`config.mk`:
```
export PLATFORM = sky130hd
export DESIGN_NAME = delayed_event_timer_table
export DESIGN_NICKNAME = d
export VERILOG_FILES = /design/src/rtl/dett_pkg.sv /design/src/rtl/dett_datapath.sv /design/src/rtl/dett_ctrl.sv /design/src/rtl/delayed_event_timer_table.sv
export SDC_FILE = /design/constraint.sdc
export NUM_CORES = 1
export LEC_CHECK = 0
export BUFFER_PORTS_ARGS = -buffer_cell sky130_fd_sc_hd__buf_2
export CAP_MARGIN = 20
export CORE_ASPECT_RATIO = 1.25
export CORE_MARGIN = 5
export CORE_UTILIZATION = 58
export CTS_BUF_LIST = sky130_fd_sc_hd__clkbuf_4
export DETAILED_ROUTE_END_ITERATION = 10
export HOLD_SLACK_MARGIN = 0.12
export MAX_ROUTING_LAYER = met4
export PLACE_DENSITY = 0.83
export SLEW_MARGIN = 15
export SYNTH_ARGS = -nofsm -noshare
export SYNTH_HDL_FRONTEND = slang
export SYNTH_SLANG_ARGS = --single-unit
```
`constraint.sdc`:
```
create_clock -name clk_i -period 4.5 [get_ports clk_i]
set_clock_uncertainty 0.2 [all_clocks]
set_input_delay 0.9 -clock clk_i [delete_from_list [all_inputs] [get_ports clk_i]]
set_output_delay 0.9 -clock clk_i [all_outputs]
set_load 0.01 [all_outputs]
```
`src/rtl/dett_pkg.sv`:
```
// ----------------------------------------------------------------------------
// dett_pkg
// Shared types and codes for the delayed event timer table.
// ----------------------------------------------------------------------------
`timescale 1ns / 1ps
`default_nettype none

package dett_pkg;

  typedef enum logic [1:0] {
    CMD_ENQ   = 2'd0,
    CMD_DEQ   = 2'd1,
    CMD_TICK  = 2'd2,
    CMD_CLEAR = 2'd3
  } cmd_e;

  typedef enum logic [2:0] {
    ST_OK          = 3'd0,
    ST_FULL        = 3'd1,
    ST_NOT_FOUND   = 3'd2,
    ST_DELIVERED   = 3'd3,
    ST_NOTHING_DUE = 3'd4
  } status_e;

  localparam int unsigned IdW  = 16;
  localparam int unsigned DlyW = 24;
  localparam int unsigned TimW = 32;

  // controller -> datapath
  typedef struct packed {
    logic    load;        // latch the input beat, restart the scan
    logic    clear_all;   // drop every slot
    logic    scan;        // issue the next slot read
    logic    write_slot;  // store the new event in the checked slot
    logic    free_slot;   // release the checked slot
    logic    pend_load;   // hold the checked slot's handle as pending delivery
    logic    emit;        // drive a result beat
    status_e emit_status;
    logic    emit_pend;   // result carries the pending handle
    logic    emit_last;
  } dett_ctrl_t;

  // datapath -> controller
  typedef struct packed {
    cmd_e cmd;       // latched command
    logic chk_vld;   // a slot is under check this cycle
    logic hit;       // checked slot matches the command
    logic chk_last;  // checked slot is the final one
    logic pend_vld;  // a delivery is held back
  } dett_stat_t;

endpackage

`default_nettype wire

```
`src/rtl/dett_datapath.sv`:
```
// ----------------------------------------------------------------------------
// dett_datapath
// Slot storage, scan pipeline, slot match logic and result registers.
// ----------------------------------------------------------------------------
`timescale 1ns / 1ps
`default_nettype none

module dett_datapath #(
  parameter int unsigned TABLE_DEPTH = 16
) (
  input  wire                          clk_i,
  input  wire                          rst_ni,
  input  dett_pkg::dett_ctrl_t         ctrl_i,
  output dett_pkg::dett_stat_t         stat_o,
  input  wire  [1:0]                   command_i,
  input  wire  [dett_pkg::IdW-1:0]     event_id_i,
  input  wire  [dett_pkg::DlyW-1:0]    delay_ms_i,
  input  wire  [dett_pkg::TimW-1:0]    now_time_i,
  output logic                         result_valid_o,
  output logic [2:0]                   status_o,
  output logic [dett_pkg::IdW-1:0]     delivered_id_o,
  output logic                         last_o
);

  localparam int unsigned IW = (TABLE_DEPTH > 1) ? $clog2(TABLE_DEPTH) : 1;
  localparam int unsigned CW = IW + 1;

  // latched beat
  dett_pkg::cmd_e              cmd_q;
  logic [dett_pkg::IdW-1:0]    id_q;
  logic [dett_pkg::TimW-1:0]   now_q;
  logic [dett_pkg::TimW-1:0]   exp_q;

  logic [TABLE_DEPTH-1:0]      valid_q;
  logic [dett_pkg::IdW-1:0]    ev_mem_q [TABLE_DEPTH];
  logic [dett_pkg::TimW-1:0]   ex_mem_q [TABLE_DEPTH];
  logic [dett_pkg::IdW-1:0]    ev_rd_q;
  logic [dett_pkg::TimW-1:0]   ex_rd_q;

  logic [CW-1:0]               rd_cnt_q;
  logic [IW-1:0]               chk_idx_q;
  logic                        chk_vld_q;
  logic                        issue;

  logic                        pend_vld_q;
  logic [dett_pkg::IdW-1:0]    pend_id_q;

  logic                        res_vld_q;
  dett_pkg::status_e           res_status_q;
  logic [dett_pkg::IdW-1:0]    res_id_q;
  logic                        res_last_q;

  logic [dett_pkg::TimW:0]     exp_sum;
  logic [dett_pkg::TimW-1:0]   exp_sat;
  logic                        slot_vb;
  logic                        hit;

  // saturating expiry
  assign exp_sum = {1'b0, now_time_i}
                 + {{(dett_pkg::TimW + 1 - dett_pkg::DlyW){1'b0}}, delay_ms_i};
  assign exp_sat = exp_sum[dett_pkg::TimW] ? {dett_pkg::TimW{1'b1}}
                                           : exp_sum[dett_pkg::TimW-1:0];

  assign issue = ctrl_i.scan && (rd_cnt_q < CW'(TABLE_DEPTH));

  always_comb begin
    slot_vb = valid_q[chk_idx_q];
    unique case (cmd_q)
      dett_pkg::CMD_ENQ:   hit = !slot_vb;
      dett_pkg::CMD_DEQ:   hit = slot_vb && (ev_rd_q == id_q);
      dett_pkg::CMD_TICK:  hit = slot_vb && (ex_rd_q <= now_q);
      dett_pkg::CMD_CLEAR: hit = 1'b0;
      default:             hit = 1'b0;
    endcase
  end

  assign stat_o.cmd      = cmd_q;
  assign stat_o.chk_vld  = chk_vld_q;
  assign stat_o.hit      = hit;
  assign stat_o.chk_last = (chk_idx_q == IW'(TABLE_DEPTH - 1));
  assign stat_o.pend_vld = pend_vld_q;

  always_ff @(posedge clk_i) begin
    if (ctrl_i.load) begin
      cmd_q <= dett_pkg::cmd_e'(command_i);
      id_q  <= event_id_i;
      now_q <= now_time_i;
      exp_q <= exp_sat;
    end
  end

  // slot memories: one write and one read port, registered read
  always_ff @(posedge clk_i) begin
    if (ctrl_i.write_slot) begin
      ev_mem_q[chk_idx_q] <= id_q;
      ex_mem_q[chk_idx_q] <= exp_q;
    end
    if (issue) begin
      ev_rd_q <= ev_mem_q[rd_cnt_q[IW-1:0]];
      ex_rd_q <= ex_mem_q[rd_cnt_q[IW-1:0]];
    end
  end

  always_ff @(posedge clk_i) begin
    if (issue) begin
      chk_idx_q <= rd_cnt_q[IW-1:0];
    end
    if (ctrl_i.pend_load) begin
      pend_id_q <= ev_rd_q;
    end
    if (ctrl_i.emit) begin
      res_status_q <= ctrl_i.emit_status;
      res_id_q     <= ctrl_i.emit_pend ? pend_id_q : '0;
      res_last_q   <= ctrl_i.emit_last;
    end
  end

  always_ff @(posedge clk_i or negedge rst_ni) begin
    if (!rst_ni) begin
      valid_q    <= '0;
      rd_cnt_q   <= '0;
      chk_vld_q  <= 1'b0;
      pend_vld_q <= 1'b0;
      res_vld_q  <= 1'b0;
    end else begin
      chk_vld_q <= issue;
      res_vld_q <= ctrl_i.emit;
      if (ctrl_i.load) begin
        rd_cnt_q   <= '0;
        pend_vld_q <= 1'b0;
      end else begin
        if (issue) begin
          rd_cnt_q <= rd_cnt_q + CW'(1);
        end
        if (ctrl_i.pend_load) begin
          pend_vld_q <= 1'b1;
        end
      end
      if (ctrl_i.clear_all) begin
        valid_q <= '0;
      end else if (ctrl_i.write_slot) begin
        valid_q[chk_idx_q] <= 1'b1;
      end else if (ctrl_i.free_slot) begin
        valid_q[chk_idx_q] <= 1'b0;
      end
    end
  end

  assign result_valid_o = res_vld_q;
  assign status_o       = res_status_q;
  assign delivered_id_o = res_id_q;
  assign last_o         = res_last_q;

endmodule

`default_nettype wire

```
`src/rtl/dett_ctrl.sv`:
```
// ----------------------------------------------------------------------------
// dett_ctrl
// Command sequencer: clears the table or starts the slot scan, decides on each checked slot.
// ----------------------------------------------------------------------------
`timescale 1ns / 1ps
`default_nettype none

module dett_ctrl (
  input  wire                   clk_i,
  input  wire                   rst_ni,
  input  wire                   start,
  input  wire  [1:0]            command_i,
  input  dett_pkg::dett_stat_t  stat_i,
  output dett_pkg::dett_ctrl_t  ctrl_o,
  output logic                  busy
);

  localparam logic [1:0] S_IDLE  = 2'd0;
  localparam logic [1:0] S_SCAN  = 2'd1;
  localparam logic [1:0] S_FINAL = 2'd2;

  logic [1:0] state_q;
  logic [1:0] state_d;

  always_comb begin
    state_d            = state_q;
    ctrl_o             = '0;
    ctrl_o.emit_status = dett_pkg::ST_OK;
    unique case (state_q)
      S_IDLE: begin
        if (start) begin
          ctrl_o.load = 1'b1;
          if (dett_pkg::cmd_e'(command_i) == dett_pkg::CMD_CLEAR) begin
            ctrl_o.clear_all = 1'b1;
            state_d          = S_FINAL;
          end else begin
            state_d = S_SCAN;
          end
        end
      end
      S_SCAN: begin
        ctrl_o.scan = 1'b1;
        if (stat_i.chk_vld) begin
          unique case (stat_i.cmd)
            dett_pkg::CMD_ENQ: begin
              if (stat_i.hit) begin
                ctrl_o.write_slot = 1'b1;
                ctrl_o.emit       = 1'b1;
                ctrl_o.emit_last  = 1'b1;
                state_d           = S_IDLE;
              end else if (stat_i.chk_last) begin
                ctrl_o.emit        = 1'b1;
                ctrl_o.emit_status = dett_pkg::ST_FULL;
                ctrl_o.emit_last   = 1'b1;
                state_d            = S_IDLE;
              end
            end
            dett_pkg::CMD_DEQ: begin
              if (stat_i.hit) begin
                ctrl_o.free_slot = 1'b1;
                ctrl_o.emit      = 1'b1;
                ctrl_o.emit_last = 1'b1;
                state_d          = S_IDLE;
              end else if (stat_i.chk_last) begin
                ctrl_o.emit        = 1'b1;
                ctrl_o.emit_status = dett_pkg::ST_NOT_FOUND;
                ctrl_o.emit_last   = 1'b1;
                state_d            = S_IDLE;
              end
            end
            dett_pkg::CMD_TICK: begin
              // a due slot pushes out the one held before it
              if (stat_i.hit) begin
                ctrl_o.free_slot = 1'b1;
                ctrl_o.pend_load = 1'b1;
                if (stat_i.pend_vld) begin
                  ctrl_o.emit        = 1'b1;
                  ctrl_o.emit_status = dett_pkg::ST_DELIVERED;
                  ctrl_o.emit_pend   = 1'b1;
                end
              end
              if (stat_i.chk_last) begin
                state_d = S_FINAL;
              end
            end
            dett_pkg::CMD_CLEAR: begin
              state_d = S_IDLE;
            end
            default: begin
              state_d = S_IDLE;
            end
          endcase
        end
      end
      S_FINAL: begin
        ctrl_o.emit      = 1'b1;
        ctrl_o.emit_last = 1'b1;
        if (stat_i.cmd == dett_pkg::CMD_TICK) begin
          ctrl_o.emit_status = stat_i.pend_vld ? dett_pkg::ST_DELIVERED
                                               : dett_pkg::ST_NOTHING_DUE;
          ctrl_o.emit_pend   = stat_i.pend_vld;
        end
        state_d = S_IDLE;
      end
      default: begin
        state_d = S_IDLE;
      end
    endcase
  end

  always_ff @(posedge clk_i or negedge rst_ni) begin
    if (!rst_ni) begin
      state_q <= S_IDLE;
    end else begin
      state_q <= state_d;
    end
  end

  assign busy = (state_q != S_IDLE);

endmodule

`default_nettype wire

```
`src/rtl/delayed_event_timer_table.sv`:
```
// ----------------------------------------------------------------------------
// delayed_event_timer_table
// Table of pending events with expiry times: enqueue, dequeue, tick, clear.
// ----------------------------------------------------------------------------
// Clear drops every slot without a scan. Enqueue stops at the first free slot,
//   dequeue at the first slot that holds the handle; a miss scans every slot.
// Tick: scans every slot, one per cycle. A due event is held until the next due
//   slot is checked, else it is the final beat.
// Throughput: one item at a time, busy drops as the final beat goes out; the
//   receiver cannot stall. Reset: async, active low; empties the table, idle.
`timescale 1ns / 1ps
`default_nettype none

module delayed_event_timer_table #(
  parameter int unsigned TABLE_DEPTH = 16
) (
  input  wire                       clk_i,
  input  wire                       rst_ni,
  input  wire                       start,
  output logic                      busy,
  input  wire  [1:0]                command_i,
  input  wire  [dett_pkg::IdW-1:0]  event_id_i,
  input  wire  [dett_pkg::DlyW-1:0] delay_ms_i,
  input  wire  [dett_pkg::TimW-1:0] now_time_i,
  output logic                      result_valid_o,
  output logic [2:0]                status_o,
  output logic [dett_pkg::IdW-1:0]  delivered_id_o,
  output logic                      last_o
);

  dett_pkg::dett_ctrl_t ctrl;
  dett_pkg::dett_stat_t stat;

  // Sequencer: walks the slot scan and issues one decision per checked slot.
  dett_ctrl u_ctrl (
    .clk_i     (clk_i),
    .rst_ni    (rst_ni),
    .start     (start),
    .command_i (command_i),
    .stat_i    (stat),
    .ctrl_o    (ctrl),
    .busy      (busy)
  );

  // Datapath: valid bits in flops, handle and expiry in slot memories,
  // a one-deep hold for the latest due event so its last flag is known
  // only once the scan has passed the final slot.
  dett_datapath #(
    .TABLE_DEPTH (TABLE_DEPTH)
  ) u_dp (
    .clk_i          (clk_i),
    .rst_ni         (rst_ni),
    .ctrl_i         (ctrl),
    .stat_o         (stat),
    .command_i      (command_i),
    .event_id_i     (event_id_i),
    .delay_ms_i     (delay_ms_i),
    .now_time_i     (now_time_i),
    .result_valid_o (result_valid_o),
    .status_o       (status_o),
    .delivered_id_o (delivered_id_o),
    .last_o         (last_o)
  );

  // final beat of an item leaves the block idle
  a_last_idle : assert property (@(posedge clk_i) disable iff (!rst_ni)
    (result_valid_o && last_o) |-> !busy)
    else $error("final beat while still busy");

  // an intermediate delivery is only seen mid-item
  a_mid_busy : assert property (@(posedge clk_i) disable iff (!rst_ni)
    (result_valid_o && !last_o) |-> (busy && status_o == dett_pkg::ST_DELIVERED))
    else $error("non-final beat outside a tick");

  // handle is zero unless an event is delivered
  a_id_zero : assert property (@(posedge clk_i) disable iff (!rst_ni)
    (result_valid_o && status_o != dett_pkg::ST_DELIVERED) |-> (delivered_id_o == '0))
    else $error("stray handle on a non-delivery beat");

  // an accepted beat always occupies the block
  a_accept_busy : assert property (@(posedge clk_i) disable iff (!rst_ni)
    (start && !busy) |=> busy)
    else $error("accepted beat did not start work");

endmodule

`default_nettype wire
```
==> impl_metrics.toml, run 1 <==
[sta]
setup_violations = 0
max_freq_ghz = 0.2476
slew_headroom = 0.2516
slew_violations = 0
tightest_slew_ns = 1.123
setup_tns_ns = 0
fin_crit_sh = 0.8976
post-route-min-period_ns = 4.039
rsz0062_at_grt = "no"
finalHoldViolCount = 0

[floorplan]
fp-row-count = 105
boundaryPins = 99
die_h_um = 296.5
die_w_um = 239.2
die_area_um2 = 70920
start_util = 0.5821
core_um2 = 65430

[logic_synthesis]
synth_seq_cells = 964
syn_nets = 1956
ys_seq_area_frac = 0.7567
synth_ff_type = "edfxtp_1"
synthTopCellsByArea = "edfxtp_1 74%, mux4_2 14%, ha_1 2.1%"
synth_area_um2 = 38090
syn_avg_cell_area_um2 = 21.00
synth-edff-count = 938
ys_async_sr_fraction = 0.02697
synth_warnings = 0
synth_top_cell_by_area = "edfxtp_1"
synth_top_area_frac = 0.7396
synthesis.instances = 1814
synth.distinct_cells = 57

[placed_design]
gp_congestion = 0.8687
hpwl_um = 48160
dpl_cell_area_um2 = 40040
portBuffers = 98

[drt]
antenna_left = 0
drt_iter0_drc = 2632
drt-total-wl_um = 89270
dr_total_vias = 20180
wl_per_cell_um = 27.92
drcViolationCount = 0
viasPerCell = 6.312
dr.pass1.iters = 5

[finish]
final_common_cell = "edfxtp_1"
multi_input_comb_area_um2 = 8914
seq_area_um2 = 28830
nNetsFinal = 2308
area_growth_syn_to_layout_pct = 14.01
fill_cells = 4009
drive_gt1_frac = 0.3289
most-common-layout-cells = "938 x edfxtp_1, 304 x clkbuf_4, 245 x mux4_2"
fin_area_um2 = 43420

[clock_network]
postCtsSetupBuffers = 0
clk_pin_slew_worst_paths_ns = 0.08
clock_latency_ns = 1.05
htree_levels = 4
cts_root_buffer = "clkbuf_4"
clock-sinks = 964
clk_path_buf_depth = 3
cts_made_buffers = 213
cts_tree = "built"

[global_routing]
grt_max_degree = 56
grt_antenna_before_repair = 3
track_usage = 0.2634
grt-ovfl-total = 0
first_global_vias = 21090
grt_pass1_wl_um = 132300

[worst_setup_path]
worstPathRequired_ns = 4.94
crit_path_end_kind = "register"
cpLargestDelayFamily = "compound AO/OA/AOI/OAI gates"
critPathSlowestCell = "o311a_1"
critPathMaxFanout = 21
path_class = "register to register"
cpPeakStageDelay_ns = 0.74
arrival_ns = 4.48
crit_chain = "ha_1, nand4_1, or2_2, nor4_1, buf_4, a31oi_1, o211ai_1, a31oi_2, nand3_1, o311a_1"
critPathBufInv = 1
startpoint_type = "register"

[power_and_ir_drop]
power_density_nw_per_um2 = 498.5
leakagePower_nw = 14.40
vdd_ir_drop_max_uv = 254.7

[status]
status = "completed"

[worst_hold_path]
hold_class = "input port to register"

[job]
drv_cap = 0
state kept, by name, summed over array words and instances (netlist names):
signal / cells
u_dp.ex_mem_q: 512
u_dp.ev_mem_q: 256
u_dp.ex_rd_q: 32
u_dp.exp_q: 32
u_dp.now_q: 32
u_dp.delivered_id_o: 16
u_dp.ev_rd_q: 16
u_dp.id_q: 16
u_dp.pend_id_q: 16
u_dp.valid_q: 16
u_dp.rd_cnt_q: 5
u_dp.chk_idx_q: 4
u_dp.status_o: 3
u_ctrl.state_q: 2
u_dp.cmd_q: 2
u_dp.chk_vld_q: 1
u_dp.last_o: 1
u_dp.pend_vld_q: 1
u_dp.result_valid_o: 1
synthesized netlist by cell type, drive strengths merged, types with 3 or more instances:
cell type  number
nand2          65
edfxtp        938
ha             64
nor2           54
nand2b          8
and2            8
o211ai          6
buf            13
o21a            9
xor2           28
nand3          28
mux4          245
clkbuf         62
nor3            9
o21ai          48
dfrtp          26
a41oi          15
a31oi          12
nor4            8
or2             3
o2111ai         5
nand4           6
a21o           10
and3            7
a21oi          40
xnor2           9
nor2b          12
a211oi          4
inv            48
report_power, final:
group / internal (mW) / switching (mW) / total, mW / leakage [nW]
clock network: 3.42 / 3.36 / 6.78 / 1.63
logic: 1.75 / 1.78 / 3.52 / 3.91
registers: 10.7 / 0.657 / 11.3 / 8.86
total: 15.8 / 5.80 / 21.6 / 14.4
cell families (layout without fill, tap and decap cells):
group | Yosys count | in the layout | synth area share
buffers and inverters | 123 | 647 | 0.01258
and+or+nand+nor | 212 | 212 | 0.02717
AOI/OAI and AO/OA | 165 | 165 | 0.02779
adders and majority gates | 65 | 65 | 0.02155
DFF | 964 | 964 | 0.7567
muxes | 248 | 248 | 0.1457
xor gates and xnor gates | 37 | 37 | 0.008509
other | 0 | 3 | 0
final cells by class:
type / instances / share of cell area
tap: 856 / 0.02467
inverter: 48 / 0.004150
clock inverter: 83 / 0.01144
sequential: 964 / 0.6640
antenna: 3 / 0.0001729
clock buffer: 304 / 0.05256
timing repair buffer: 212 / 0.03775
multi-input combinational: 727 / 0.2053
worst reg2reg max path, cell delays in order (launching register included):
cell      delay, ns
edfxtp_1       0.42
ha_1           0.36
nand4_1        0.15
or2_2          0.35
nor4_1         0.39
buf_4          0.20
a31oi_1        0.10
o211ai_1       0.29
a31oi_2        0.27
nand3_1        0.16
o311a_1        0.74
layer usage:
metal	track usage	up-vias	wire length [µm]	share of wire
li1	-	8358	-	-
met5	-	-	0	0
met1	0.3303	10260	30720	0.34
met3	0.05916	202	9108	0.10
met4	0.09314	0	3109	0.035
met2	0.4322	1360	46340	0.52
through the flow:
| step | hold WS, ns | utilization | power [mW] | instances | setup slack (ns) |
|---|---|---|---|---|---|
| 2_1_floorplan | 0.2231 | - | 13.82 | 1814 | -0.2241 |
| 3_3_place_gp | 0.2543 | 0.6120 | 14.81 | 2749 | 0.5244 |
| 3_5_place_dp | 0.2608 | 0.6120 | 14.98 | 2749 | 0.3988 |
| 4_1_cts | 0.1215 | 0.6635 | 21.79 | 3194 | 0.4254 |
| 5_1_grt | 0.1328 | 0.6637 | 22.55 | 3197 | 0.2432 |
| 6_report | 0.2470 | 0.6637 | 21.64 | 3197 | 0.4610 |
worst paths after layout:
| kind | start | endpoint | slack [ns] | cells after the start |
|---|---|---|---|---|
| setup reg to reg | u_dp.ex_rd_q[27]$_DFFE_PP_ | u_dp.delivered_id_o[2]$_SDFFCE_PN0P_ | 0.46 | 10 |
| max in group asynchronous | rst_ni | u_dp.rd_cnt_q[3]$_DFFE_PN0P_ | 3.21 | 4 |
| hold / removal | delay_ms_i[6] | u_dp.exp_q[6]$_SDFFCE_PP1P_ | 0.25 | 4 |
| hold reg to reg | u_dp.ev_rd_q[10]$_DFFE_PP_ | u_dp.pend_id_q[10]$_DFFE_PP_ | 0.27 | 0 |
| setup / recovery | u_dp.ex_rd_q[27]$_DFFE_PP_ | u_dp.delivered_id_o[2]$_SDFFCE_PN0P_ | 0.46 | 10 |
| min in group asynchronous | rst_ni | u_dp.valid_q[12]$_DFFE_PN0P_ | 0.71 | 4 |
timing repair:
action | in CTS | in global routing
resized for setup | 0 | 0
endpoints found under the hold margin | 91 | 0
hold buffers | 58 | 0
(Power assumes the default switching activity.)
==> run 2, diff against run 1 <==
Settings changed: SYNTH_HIERARCHICAL set to 1.
==> run 2 against run 1 <==
Compared with the run above:
- sequential share of layout area decreased by 1.2 points
- non-clock buffer count increased by 33
- total power increased by 2.7%
- clock-buffer cell count increased by 16
- combinational power increased by 5%
- first-iteration DRC count decreased by 1.2%
- critical path type unchanged
- largest power group unchanged
- highest routed layer unchanged
==> impl_metrics.toml, run 2 <==
[status]
status = "completed"

[floorplan]
die_w_um = 239.4
die_h_um = 296.8
start_util = 0.5833
fp-row-count = 105
die_area_um2 = 71060
boundaryPins = 99
core_um2 = 65430

[worst_setup_path]
path_class = "register to register"
crit_path_end_kind = "register"
critPathMaxFanout = 14
startpoint_type = "register"
r2r_slack_ns = 0.16
worstPathRequired_ns = 5.02
arrival_ns = 4.87

[logic_synthesis]
syn_nets = 1955
ys_async_sr_fraction = 0.02697
synth_top_area_frac = 0.7381
synth_common_cells = "938 x edfxtp_1, 245 x mux4_2, 68 x ha_1, 64 x inv_1, 58 x nand2_1"
synthesis.instances = 1809
synth_top_cell_by_area = "edfxtp_1"
synth_area_um2 = 38160
synth_ff_type = "edfxtp_1"
synth-edff-count = 938
synthTopCellsByArea = "edfxtp_1 74%, mux4_2 14%, ha_1 2.2%"
synth_warnings = 6
syn_avg_cell_area_um2 = 21.10
ys_seq_area_frac = 0.7551
synth_seq_cells = 964
synth.distinct_cells = 66
synth_most_common_cell = "edfxtp_1"

[clock_network]
cts_root_buffer = "clkbuf_4"
postCtsSetupBuffers = 0
htree_levels = 4
cts_tree = "built"
cts_made_buffers = 220
clock-sinks = 964
clock_latency_ns = 1.08
clk_path_buf_depth = 3
clk_pin_slew_worst_paths_ns = 0.08

[power_and_ir_drop]
combPwrFrac = 0.167
power.internal_mw = 16.16
clockPowerShare = 0.314
p_sw_mw = 6.060
sw_frac_of_total = 0.2727
finalPower_mw = 22.22
seqPwrFrac = 0.519
leakagePower_nw = 14.89
power_density_nw_per_um2 = 502.6
vdd_ir_drop_max_uv = 335.3

[sta]
tightest_slew_ns = 1.050
slew_headroom = 0.2928
rsz0062_at_grt = "no"
setup_tns_ns = 0
fin_crit_sh = 0.9652
finalHoldViolCount = 0
setup_violations = 0
post-route-min-period_ns = 4.343
slew_violations = 0
max_freq_ghz = 0.2302

[global_routing]
grt_pass1_wl_um = 139400
grt_antenna_before_repair = 2
first_global_vias = 22060
grt_max_degree = 56
grt-ovfl-total = 0
track_usage = 0.2777

[finish]
area_growth_syn_to_layout_pct = 15.84
largest_register_ffs = 512
top_regs = "u_dp/ex_mem_q x512, u_dp/ev_mem_q x256"
nNetsFinal = 2349
top_register = "u_dp/ex_mem_q"
fill_cells = 3869
final_common_cell = "edfxtp_1"
drive_gt1_frac = 0.3384
most-common-layout-cells = "938 x edfxtp_1, 320 x clkbuf_4, 245 x mux4_2"

[placed_design]
hpwl_um = 55230
portBuffers = 98
gp_congestion = 0.8635

[drt]
dr_total_vias = 20740
antenna_left = 0
drcViolationCount = 0
drt-total-wl_um = 95060
dr.pass1.iters = 6
viasPerCell = 6.405
wl_per_cell_um = 29.36
drt_iter0_drc = 2601

[worst_hold_path]
hold_class = "input port to asynchronous set/reset pin"

[job]
drv_cap = 0
==> run 2: cell count changes after synthesis, moves of 13 or more <==
cell     previous run  this run
inv_1              47        64
nor2_1             53        38
buf_2               2        19
xnor2_1             9        26
xor2_1             28         9
and2_1              7        22
o21ai_0            48        35
==> run 2: logic make-up (layout without fill, tap and decap cells) <==
kind of cell,after synthesis,count (layout),synth area share
mux,250,250,0.1460
xor+xnor,35,35,0.008033
buf+inv,137,707,0.01439
fa+ha+maj,69,69,0.02282
simple gates,201,201,0.02652
flops,964,964,0.7551
other cells,0,3,0
compound gates,153,153,0.02715
==> run 2: layout make-up <==
class                   count  area [µm²]  area share
flip-flops and latches    964       28830      0.6521
multi-input cells         708        8831      0.1998
clock buffers             320        2402     0.05434
repair buffers            245        2342     0.05298
well taps                 856        1071     0.02423
clock inverters            78       479.2     0.01084
inverters                  64       245.2    0.005547
diodes                      3       7.507   0.0001698
==> run 2: through the flow <==
step                      cells  instance area [µm²]  setup WS [ns]  utilization  hold WS (ns)
after global placement     2770                40600         0.3741       0.6206        0.2543
after floorplan            1809                38160         0.1032            -        0.2231
after global routing       3238                44210        0.02920       0.6757        0.2088
after detailed placement   2770                40600         0.1983       0.6206        0.2591
final                      3238                44210         0.1567       0.6757        0.2511
after CTS                  3233                44130        0.06661       0.6746        0.1284
==> run 2: per-layer routing <==
metal | GRT usage | share of wire | up-vias
li1 | - | - | 8401
met1 | 0.3228 | 0.32 | 10560
met2 | 0.4692 | 0.54 | 1508
met3 | 0.05809 | 0.093 | 271
met4 | 0.1237 | 0.049 | 0
met5 | - | 0 | -
==> run 2: repair_timing <==
action                                 in CTS  in global routing
setup endpoints to repair                   0                558
hold buffers                               65                  0
endpoints found under the hold margin     100                  0
gates resized for setup                     0                  4
==> run 2: power groups by stage <==
stage	clock, mW	combinational [mW]	sequential [mW]
after floorplan	0	2.52	11.4
after global placement	0	3.42	11.6
after detailed placement	0	3.58	11.7
after CTS	7.06	3.66	11.5
after global routing	7.66	3.91	11.6
final	6.98	3.70	11.5
==> run 2: critical path, stage by stage, from the launching register on <==
cell and delay, ns:
edfxtp_1 0.42, inv_1 0.10, ha_1 0.25, a21o_1 0.18, a21o_1 0.18, a21oi_1 0.21
o21ai_0 0.15, a221o_1 0.40, a21oi_4 0.21, o21ai_0 0.17, a21oi_1 0.22, and3_2 0.22
and2_1 0.24, buf_4 0.21, nand4_1 0.22, clkinv_4 0.22, buf_12 0.20
==> run 2: final timing paths <==
path	startpoint	endpoint	depth (start not counted)
worst max register to register	u_dp/now_q[9]$_DFFE_PP_	u_dp/ex_mem_q[3][21]$_DFFE_PP_	16
max in group asynchronous	rst_ni	u_dp/rd_cnt_q[1]$_DFFE_PN0P_	2
worst max-delay path	u_dp/now_q[9]$_DFFE_PP_	u_dp/ex_mem_q[3][21]$_DFFE_PP_	16
worst min register to register	u_dp/ev_rd_q[11]$_DFFE_PP_	u_dp/pend_id_q[11]$_DFFE_PP_	0
worst min-delay path	rst_ni	u_dp/valid_q[3]$_DFFE_PN0P_	2
min in group clk_i	u_dp/ev_rd_q[11]$_DFFE_PP_	u_dp/pend_id_q[11]$_DFFE_PP_	0
